**src/rtl/tdpc_pkg.sv**
```systemverilog
`default_nettype none
// ----------------------------------------------------------------------------
// tdpc_pkg
// shared types for the trial division prime counter
// ----------------------------------------------------------------------------
package tdpc_pkg;

	// status from the serial remainder unit back to the sequencer
	typedef struct packed {
		logic busy;
		logic done;
		logic zero;
	} rem_stat_t;

endpackage
`default_nettype wire

```
**src/rtl/tdpc_serial_rem.sv**
```systemverilog
`default_nettype none
// ----------------------------------------------------------------------------
// tdpc_serial_rem
// bit-serial restoring remainder: dividend shifted in msb first, one bit a cycle
// ----------------------------------------------------------------------------
module tdpc_serial_rem #(
	parameter int VALUE_BITS = 18
) (
	input  wire logic                                   clk,
	input  wire logic                                   arst_n,
	input  wire logic                                   start,
	input  wire logic [VALUE_BITS-1:0]                  dividend,
	input  wire logic [(VALUE_BITS+1)/2:0]              divisor,
	output tdpc_pkg::rem_stat_t                         stat
);

	localparam int HW = (VALUE_BITS + 1) / 2 + 1;
	localparam int CW = $clog2(VALUE_BITS + 1);

	logic [VALUE_BITS-1:0] shift_q;
	logic [HW-1:0]         rem_q;
	logic [HW-1:0]         div_q;
	logic [CW-1:0]         cnt_q;
	logic                  busy_q;
	logic                  done_q;
	logic [HW:0]           rem_sh;
	logic [HW:0]           rem_sub;
	logic [HW-1:0]         rem_nxt;

	assign rem_sh  = {rem_q, shift_q[VALUE_BITS-1]};
	assign rem_sub = rem_sh - {1'b0, div_q};
	assign rem_nxt = (rem_sh >= {1'b0, div_q}) ? rem_sub[HW-1:0] : rem_sh[HW-1:0];

	always_ff @(posedge clk or negedge arst_n) begin
		if (!arst_n) begin
			busy_q <= 1'b0;
			done_q <= 1'b0;
			cnt_q  <= '0;
		end else begin
			done_q <= 1'b0;
			if (start) begin
				busy_q <= 1'b1;
				cnt_q  <= CW'(VALUE_BITS);
			end else if (busy_q) begin
				cnt_q <= cnt_q - 1'b1;
				if (cnt_q == CW'(1)) begin
					busy_q <= 1'b0;
					done_q <= 1'b1;
				end
			end
		end
	end

	always_ff @(posedge clk) begin
		if (start) begin
			shift_q <= dividend;
			rem_q   <= '0;
			div_q   <= divisor;
		end else if (busy_q) begin
			shift_q <= {shift_q[VALUE_BITS-2:0], 1'b0};
			rem_q   <= rem_nxt;
		end
	end

	assign stat.busy = busy_q;
	assign stat.done = done_q;
	assign stat.zero = (rem_q == '0);

endmodule
`default_nettype wire

```
**src/rtl/tdpc_result.sv**
```systemverilog
`default_nettype none
// ----------------------------------------------------------------------------
// tdpc_result
// saturating prime tally and output word register
// ----------------------------------------------------------------------------
module tdpc_result #(
	parameter int VALUE_BITS = 18
) (
	input  wire logic                  clk,
	input  wire logic                  arst_n,
	input  wire logic                  load,
	input  wire logic                  prime,
	output logic                       free,
	output logic                       out_valid,
	input  wire logic                  out_stall,
	output logic                       prime_flag,
	output logic [VALUE_BITS-1:0]      primes_so_far
);

	logic                  valid_q;
	logic                  prime_q;
	logic [VALUE_BITS-1:0] tally_q;

	assign free = !valid_q || !out_stall;

	always_ff @(posedge clk or negedge arst_n) begin
		if (!arst_n) begin
			valid_q <= 1'b0;
			tally_q <= '0;
		end else begin
			if (load) begin
				valid_q <= 1'b1;
				if (prime && (tally_q != '1)) begin
					tally_q <= tally_q + 1'b1;
				end
			end else if (!out_stall) begin
				valid_q <= 1'b0;
			end
		end
	end

	always_ff @(posedge clk) begin
		if (load) begin
			prime_q <= prime;
		end
	end

	assign out_valid     = valid_q;
	assign prime_flag    = prime_q;
	assign primes_so_far = tally_q;

endmodule
`default_nettype wire

```
**src/rtl/trial_division_prime_counter.sv**
```systemverilog
`default_nettype none
// trial divisors run from 2 up to the square root of the candidate
// one word in flight; the bit-serial remainder unit is run once per trial divisor
// a finished result waits in the output register while the next word is taken
// arst_n clears the prime tally, the sequencer and the output valid
// ----------------------------------------------------------------------------
// trial_division_prime_counter
// trial division primality test with a saturating count of primes seen
// ----------------------------------------------------------------------------
module trial_division_prime_counter #(
	parameter int VALUE_BITS = 18
) (
	input  wire logic                  clk,
	input  wire logic                  arst_n,
	input  wire logic                  in_valid,
	output logic                       in_stall,
	input  wire logic [VALUE_BITS-1:0] candidate,
	output logic                       out_valid,
	input  wire logic                  out_stall,
	output logic                       prime_flag,
	output logic [VALUE_BITS-1:0]      primes_so_far
);

	localparam int HW = (VALUE_BITS + 1) / 2 + 1;
	localparam int SW = VALUE_BITS + 2;

	localparam logic [2:0] ST_IDLE  = 3'd0;
	localparam logic [2:0] ST_CHECK = 3'd1;
	localparam logic [2:0] ST_DIV   = 3'd2;
	localparam logic [2:0] ST_FIN   = 3'd3;

	logic [2:0]            state_q;
	logic [VALUE_BITS-1:0] n_q;
	logic [HW-1:0]         d_q;
	logic [SW-1:0]         sq_q;
	logic                  prime_q;
	logic                  rem_start;
	logic                  res_free;
	logic                  res_load;
	tdpc_pkg::rem_stat_t   rem_stat;

	assign in_stall  = (state_q != ST_IDLE);
	assign rem_start = (state_q == ST_CHECK) && (n_q[VALUE_BITS-1:1] != '0)
		&& (sq_q <= {2'b00, n_q});
	assign res_load  = (state_q == ST_FIN) && res_free;

	always_ff @(posedge clk or negedge arst_n) begin
		if (!arst_n) begin
			state_q <= ST_IDLE;
		end else begin
			unique case (state_q)
				ST_IDLE: begin
					if (in_valid) begin
						state_q <= ST_CHECK;
					end
				end
				ST_CHECK: begin
					if (rem_start) begin
						state_q <= ST_DIV;
					end else begin
						state_q <= ST_FIN;
					end
				end
				ST_DIV: begin
					if (rem_stat.done) begin
						state_q <= rem_stat.zero ? ST_FIN : ST_CHECK;
					end
				end
				ST_FIN: begin
					if (res_free) begin
						state_q <= ST_IDLE;
					end
				end
				default: begin
					state_q <= ST_IDLE;
				end
			endcase
		end
	end

	always_ff @(posedge clk) begin
		if ((state_q == ST_IDLE) && in_valid) begin
			n_q  <= candidate;
			d_q  <= HW'(2);
			sq_q <= SW'(4);
		end else if ((state_q == ST_CHECK) && !rem_start) begin
			// below two is not prime; divisor square past n means no factor found
			prime_q <= (n_q[VALUE_BITS-1:1] != '0);
		end else if ((state_q == ST_DIV) && rem_stat.done) begin
			d_q     <= d_q + 1'b1;
			sq_q    <= sq_q + SW'({d_q, 1'b1});
			prime_q <= 1'b0;
		end
	end

	tdpc_serial_rem #(
		.VALUE_BITS(VALUE_BITS)
	) u_rem (
		.clk     (clk),
		.arst_n  (arst_n),
		.start   (rem_start),
		.dividend(n_q),
		.divisor (d_q),
		.stat    (rem_stat)
	);

	tdpc_result #(
		.VALUE_BITS(VALUE_BITS)
	) u_result (
		.clk          (clk),
		.arst_n       (arst_n),
		.load         (res_load),
		.prime        (prime_q),
		.free         (res_free),
		.out_valid    (out_valid),
		.out_stall    (out_stall),
		.prime_flag   (prime_flag),
		.primes_so_far(primes_so_far)
	);

`ifndef ASSERT_OFF
	a_rem_only_in_div: assert property (@(posedge clk) disable iff (!arst_n)
		(rem_stat.done || rem_stat.busy) |-> (state_q == ST_DIV))
		else $error("remainder unit active outside divide state");

	a_tally_monotonic: assert property (@(posedge clk) disable iff (!arst_n)
		primes_so_far >= $past(primes_so_far))
		else $error("prime tally decreased");

	a_composite_keeps_tally: assert property (@(posedge clk) disable iff (!arst_n)
		(res_load && !prime_q) |=> $stable(primes_so_far))
		else $error("tally changed on a non-prime word");
`endif

endmodule
`default_nettype wire
```
**config.mk**
```make
export PLATFORM = sky130hd
export DESIGN_NAME = trial_division_prime_counter
export DESIGN_NICKNAME = d
export VERILOG_FILES = /design/src/rtl/tdpc_pkg.sv /design/src/rtl/tdpc_serial_rem.sv /design/src/rtl/tdpc_result.sv /design/src/rtl/trial_division_prime_counter.sv
export SDC_FILE = /design/constraint.sdc
export NUM_CORES = 1
export LEC_CHECK = 0
export ABC_CLOCK_PERIOD_IN_PS = 3400
export BUFFER_PORTS_ARGS = -buffer_cell sky130_fd_sc_hd__buf_2
export CAP_MARGIN = 15
export CORE_MARGIN = 3
export CORE_UTILIZATION = 60
export CTS_BUF_LIST = sky130_fd_sc_hd__clkbuf_8 sky130_fd_sc_hd__clkbuf_16
export DETAILED_ROUTE_END_ITERATION = 7
export PLACE_DENSITY = 0.76
export SETUP_SLACK_MARGIN = 0.4
export SYNTH_ARGS = -nofsm -noshare
export SYNTH_HDL_FRONTEND = slang
export SYNTH_SLANG_ARGS = --single-unit
```
**constraint.sdc**
```tcl
create_clock -name clk -period 3.4 [get_ports clk]
set_input_delay 0.34 -clock clk [delete_from_list [all_inputs] [get_ports clk]]
set_output_delay 0.34 -clock clk [all_outputs]
set_load 0.005 [all_outputs]
```
# == Yosys cells after proc, flatten, opt, wreduce, memory -nomap -nowiden ==
# Index checks and enable logic that the tools add are counted.
# totals
register_bits,117
input_bits,22
output_inout_bits,21
word_cells,74
# classes
mux,21
reduce_logical,21
add_sub_neg,5
eq_ne,9
bitwise,2
magnitude_cmp,2
# ops
operator,n
18-bit two-way mux,2
20-bit by 11-bit adder with 20-bit output,1
20-bit by 18-bit less-or-equal comparator with 1-bit output,1
"18-bit by 1-bit adder with 18-bit output, second input constant",1
"18-bit != test, second input constant",1
17-bit nonzero test,1
3-bit case mux with 4 select lines,1
11-bit by 10-bit >= comparator with 1-bit output,1
1-bit two-way mux,11
"10-bit by 1-bit adder with 10-bit output, second input constant",1
10-bit logical NOT,1
10-bit two-way mux,1
5-bit two-way mux,2
10-bit subtractor,1
3-bit two-way mux,3
1-bit logical AND,7
"3-bit by 2-bit == test with 1-bit output, second input constant",2
2-bit AND reduction,3
"5-bit by 1-bit == test with 1-bit output, second input constant",1
"5-bit by 1-bit subtractor with 5-bit output, second input constant",1
"2-bit by 1-bit != test with 1-bit output, second input constant",2
"2-bit != test, second input constant",2
2-bit nonzero test,2
"3-bit by 1-bit == test with 1-bit output, second input constant",1
other kinds (7),10

# == Logic depth before layout (Yosys ltp) ==
# logic_depth
word_depth,7
ltp_mapped,10
mapped_depth_nobuf,9

# == Hierarchy ==
# A second synthesis with hierarchy kept.
# hier_totals
hier_cells,610
area_unflattened_um2,6364.9
# modules_own_cells
mod,seq_area_each_um2,instances,cells_per_inst,area_per_inst_um2
trial_division_prime_counter,1221.2,1,318,2969.1
tdpc_serial_rem,1216.2,1,211,2454.9
tdpc_result,505.5,1,81,940.9

# == Least setup slack after synthesis ==
# OpenSTA, ideal clock, no wires.
# synth_path
path_type,flip-flop to flip-flop
startpoint,register n_q[17]
endpoint,register u_rem.div_q[0] (enable)
path_stages_with_launch,10
path_slack_ps,885
required_ps,3067
arrival_time_ps,2183
setup_ps,333
path_buffers,2
cell_sequence,edfxtp_1 > inv_1 > ha_1 > a2111o_1 > a21oi_1 > o221ai_1 > a211o_1 > a21boi_2 > buf_2 > buf_2
# synth_via
elab_chain_cells,3
elab_cells_between_ends,4
cone_classes,1 x order compare; 3 x reduce/logical
# synth_lines
item,line_no,source
start: declaration,trial_division_prime_counter.sv:33,logic [VALUE_BITS-1:0] n_q;
start signal: assignment,trial_division_prime_counter.sv:83,n_q <= candidate;
branches (longest 2 deep; another with 20-bit by 18-bit less-or-equal comparator with 1-bit output),-,
1-bit logical AND *,trial_division_prime_counter.sv:44,"&& (sq_q <= {2'b00, n_q});"
net rem_start,trial_division_prime_counter.sv:37,logic rem_start;
end signal: assignment,tdpc_serial_rem.sv:58,div_q <= divisor;
end: declaration,tdpc_serial_rem.sv:22,logic [HW-1:0] div_q;
# Mark *: on every way through the listed nets, which the timed path passes.
# A chain may end at the register's enable or synchronous reset.

# == Worst setup path after layout ==
# layout_path
startpoint,register n_q[17]
endpoint,register u_rem.shift_q[12] (enable)
# layout_via
elab_chain_cells,4
elab_cells_between_ends,5
cone_classes,1 x order compare; 4 x reduce/logical
# layout_lines
item,line_no,source
branches (longest 2 deep; another with 20-bit by 18-bit less-or-equal comparator with 1-bit output),-,
1-bit logical AND *,trial_division_prime_counter.sv:44,
2-bit nonzero test (no source line) *,-,
end signal: assignment,tdpc_serial_rem.sv:56,shift_q <= dividend;
end signal: assignment,tdpc_serial_rem.sv:60,"shift_q <= {shift_q[VALUE_BITS-2:0], 1'b0};"
end: declaration,tdpc_serial_rem.sv:20,logic [VALUE_BITS-1:0] shift_q;
# Mark *: on every way between the ends.

==> results.txt <==
----------------------------------------------------
[Global route]
  Met2 track utilization from global routing ... 41.0%
  First-pass GRT wire length ... approximately 22000 um
  GRT overflow ... 0
  Met1 layer usage reported by global route ... 29.0%
  Antenna violations before repair ... 0
  Via count of the first global-routing pass ... 4701
  Maximum number of pins on one net before global-route repair ... 36
  Met3 usage in global routing ... slightly above 6%
  Most utilized layer in the global route result ... met2
  Total Routing Usage GR ... approximately 24%

[Yosys]
  Leading area contributor after synthesis ... edfxtp_1
  Number of nets produced by synthesis ... 666
  Synth Area per Inst ... 10.3 sq um
  Sequential fraction of the synthesis area ... a little under half
  Share of synthesized flip-flops with an asynchronous set or reset ... between 20% and 30%
  Post-Syn Area ... 6180 sq um
  Fraction of synthesized cell area taken by the top area cell type ... a little under a quarter
  EDFF count, synth ... 48
  Main area contributors after synthesis ... edfxtp_1, dfxtp_1, dfrtp_1
  Instance count of the mapped netlist ... 600
  Top FF cell, synth ... edfxtp_1
  Yosys warning total ... 0
  Distinct cell type count after synthesis ... 65
  Synthesis-stage register bit count ... 116

[CTS]
  Post-CTS Setup Repair Bufs ... 0
  CTS tree ... built
  Number of H-tree levels ... 4
  Clock Path Buffers ... 2
  CTS Sinks ... 116
  Total clock buffers created by CTS ... 17
  CTS root buffer ... clkbuf_8
  Clock slew seen by the registers of the worst setup and hold paths ... approximately 0.060 ns
  Clk_lat worst skew ... between 0.5 and 0.6 ns

[Final layout]
  Area of the multi-input gates ... a little under 3000 sq um
  Area grow syn2layout ... 17.6%
  Layout net count ... between 700 and 800
  Filler instances ... between 600 and 700
  FF/Latch Area ... between 2000 and 3000 sq um
  Utilization after layout ... between 70 and 80%
  Fraction of final layout cells sized beyond drive strength 1 ... between 10% and 20%
  N_diodes ... 0

[Die]
  Floorplan row count ... 36
  Die height ... roughly 110 um
  Width of the die ... 108 um
  Die Footprint ... approximately 12000 sq um
  Placeable core region ... slightly below 10000 sq um
  Initial core utilization ... 62.4%
  Top-level I/O count ... between 40 and 50

[Placement]
  Post-DP HPWL ... 9050 um
  Weighted congestion reported at the end of routability-driven placement ... ~0.9
  IO buf count ... between 40 and 50

[STA]
  Clock tree skew after final layout ... 0.00907 ns
  Timing-limited maximum frequency ... around 0.35 GHz
  Sum of negative setup slack ... 0 ns
  Final period utilization ... between 80% and 90%
  Final critical path time including I/O delays and setup ... about 2.8 ns
  Number of max-slew violations in the final report ... 0
  Remaining max-slew budget at the tightest pin ... just under 50%
  Unrepaired setup endpoints after global routing ... no
  Setup Viol. Count Final ... 0
  Worst-Margin Slew ... ~0.76 ns
  Final hold violations ... 0

[Min path]
  HP Start ... out_stall
  Hold WC Path Type ... primary input to flop

[Worst setup path]
  Category of the worst setup path launch point ... flop
  Worst setup startpoint ... n_q[17]$_DFFE_PP_
  Required time at the worst-slack endpoint ... approximately 3.6 ns
  RR Startpoint ... n_q[17]$_DFFE_PP_
  Arrival time reported for the critical path endpoint ... 3.03 ns
  Largest fanout on the critical path ... 20
  Worst Path Class, Setup ... flop to flop
  Crit. End Element ... flop

[Power and ir drop]
  Power density cells ... just under 900 nW/um^2
  Tot Pwr ... approximately 0.0064 W
  Static power due to leakage ... around 3.2 nW
  Worst vdd rail ir drop ... between 400 and 500 uV

[Routing]
  Average wire per cell in the routed design ... around 16 um
  Detailed Routing Iterations Pass 1 ... 5
  WL final ... 13000 um
  Detailed-route vias per instance ... 5.77
  Iter 0 DRT Violations ... 260
  DRC errors left ... 0
  Via count ... 4693
  Final ANT Viol Nets ... 0

[Outcome]
  Result of the run ... finished clean

[Flow run]
  Number of max-cap violations ... 0

----------------------------------------------------
-- power by group --
group	leakage [nW]	internal, W	switching [W]
registers	1.15	0.00196	0.000316
logic	1.77	0.00109	0.00130
clock network	0.269	0.00104	0.000651
total	3.19	0.00410	0.00227
-- layout make-up --
class	count	area share (%)
multi-input cells	418	40.8
clock inverters	15	2.15
repair buffers	67	6.18
well taps	133	2.29
flip-flops and latches	116	40.5
clock buffers	17	5.70
inverters	47	2.43
-- state kept, by name (all words and copies together) (netlist names) --
register,count
u_rem.rem_q,10
d_q,10
u_result.primes_so_far,18
prime_q,1
u_rem.shift_q,18
n_q,18
u_result.prime_flag,1
sq_q,20
state_q,2
u_result.out_valid,1
u_rem.busy_q,1
u_rem.done_q,1
u_rem.cnt_q,5
u_rem.div_q,10
-- final timing paths --
kind	slack [ns]	depth (start not counted)	endpoint
setup / recovery	0.57	9	u_rem.shift_q[12]$_DFFE_PP_
hold / removal	0.1	3	u_result.out_valid$_DFFE_PN0P_
setup reg to reg	0.57	9	u_rem.shift_q[12]$_DFFE_PP_
hold reg to reg	0.47	0	u_result.prime_flag$_DFFE_PP_
max in group asynchronous	2.62	2	u_result.primes_so_far[3]$_DFFE_PN0P_
min in group asynchronous	0.37	2	u_result.primes_so_far[17]$_DFFE_PN0P_
-- Yosys cell counts, types with 2 or more instances --
library cell   n
nand2_1       51
mux2_2         2
clkbuf_1       9
or4_1          4
o211ai_1       8
o31ai_1        5
or3_1          4
a211oi_1      13
nor2_1        46
o21bai_1       3
inv_1         47
and3_1        14
edfxtp_1      48
a2111o_1       2
o21ai_0       18
nor2b_1        2
nand3b_1       2
xor2_1        16
ha_1          42
nand2b_1       7
buf_6          3
or2_2          2
nor3_1         6
mux2_1        17
a31oi_1        2
nor4b_1        2
fa_1           2
nor3b_1        3
and2_1         2
mux2i_1        6
a21oi_1       36
o21a_1         3
nor4_1        10
and4_1         4
buf_2          5
nand4_1       10
dfxtp_1       40
xnor2_1       24
nand3_1       21
a211o_1        3
a21o_1         5
dfrtp_1       28
-- layout by cell type, fill, tap and decap left out, types with 4 or more instances in the layout --
cell type / instances
or4_1: 4
nand2b_1: 7
o211ai_1: 8
xnor2_1: 24
nand3_1: 21
a21oi_1: 36
o21ai_0: 18
clkinvlp_4: 4
nor3_1: 6
edfxtp_1: 48
buf_4: 5
xor2_1: 16
nand4_1: 10
nor2_1: 46
and4_1: 4
clkbuf_16: 16
or3_1: 4
o31ai_1: 5
dfrtp_1: 28
ha_1: 42
nand2_1: 51
inv_1: 47
mux2_1: 17
dfxtp_1: 40
dlygate4sd3_1: 19
buf_2: 42
a21o_1: 5
and3_1: 14
a211oi_1: 13
nor4_1: 10
mux2i_1: 6
-- routing by layer --
layer	vias to the layer above	wire, um
met5	-	0
met4	0	256
met3	20	542
met2	114	6580
met1	2262	5620
li1	2297	-
-- cells by family (layout without fill, tap and decap cells) --
group | after synthesis | count (layout) | share of synthesized area (%)
xor gates and xnor gates | 40 | 40 | 5.67
DFF | 116 | 116 | 47.6
AOI/OAI and AO/OA | 110 | 110 | 11.8
muxes | 26 | 26 | 4.68
and+or+nand+nor | 198 | 198 | 16.5
adders and majority gates | 44 | 44 | 9.15
buffers and inverters | 66 | 146 | 4.57
-- critical path, cell delays in order (launching register included) --
cell and delay (ns):
edfxtp_1 0.40, inv_1 0.08, ha_1 0.31, a2111o_1 0.37
a21oi_1 0.14, o221ai_1 0.13, a211o_1 0.32, a21boi_4 0.12
buf_4 0.28, or2_4 0.34
-- timing repair --
action / 4_1_cts / 5_1_grt
hold endpoints to repair: 46 / 0
setup endpoints to repair: 0 / 29
resized for setup: 0 / 2
hold buffers: 19 / 0
-- metrics by stage --
step | setup slack, ns | instance area [sq um] | hold slack, ns | std cells
floorplan | 0.885 | 6180 | 0.0444 | 600
global placement | 0.623 | 6500 | 0.379 | 762
detailed placement | 0.496 | 6500 | 0.391 | 762
CTS | 0.480 | 7270 | 0.0815 | 813
global route | 0.434 | 7270 | 0.112 | 813
finish | 0.566 | 7270 | 0.0962 | 813
(Power assumes the default switching activity.)
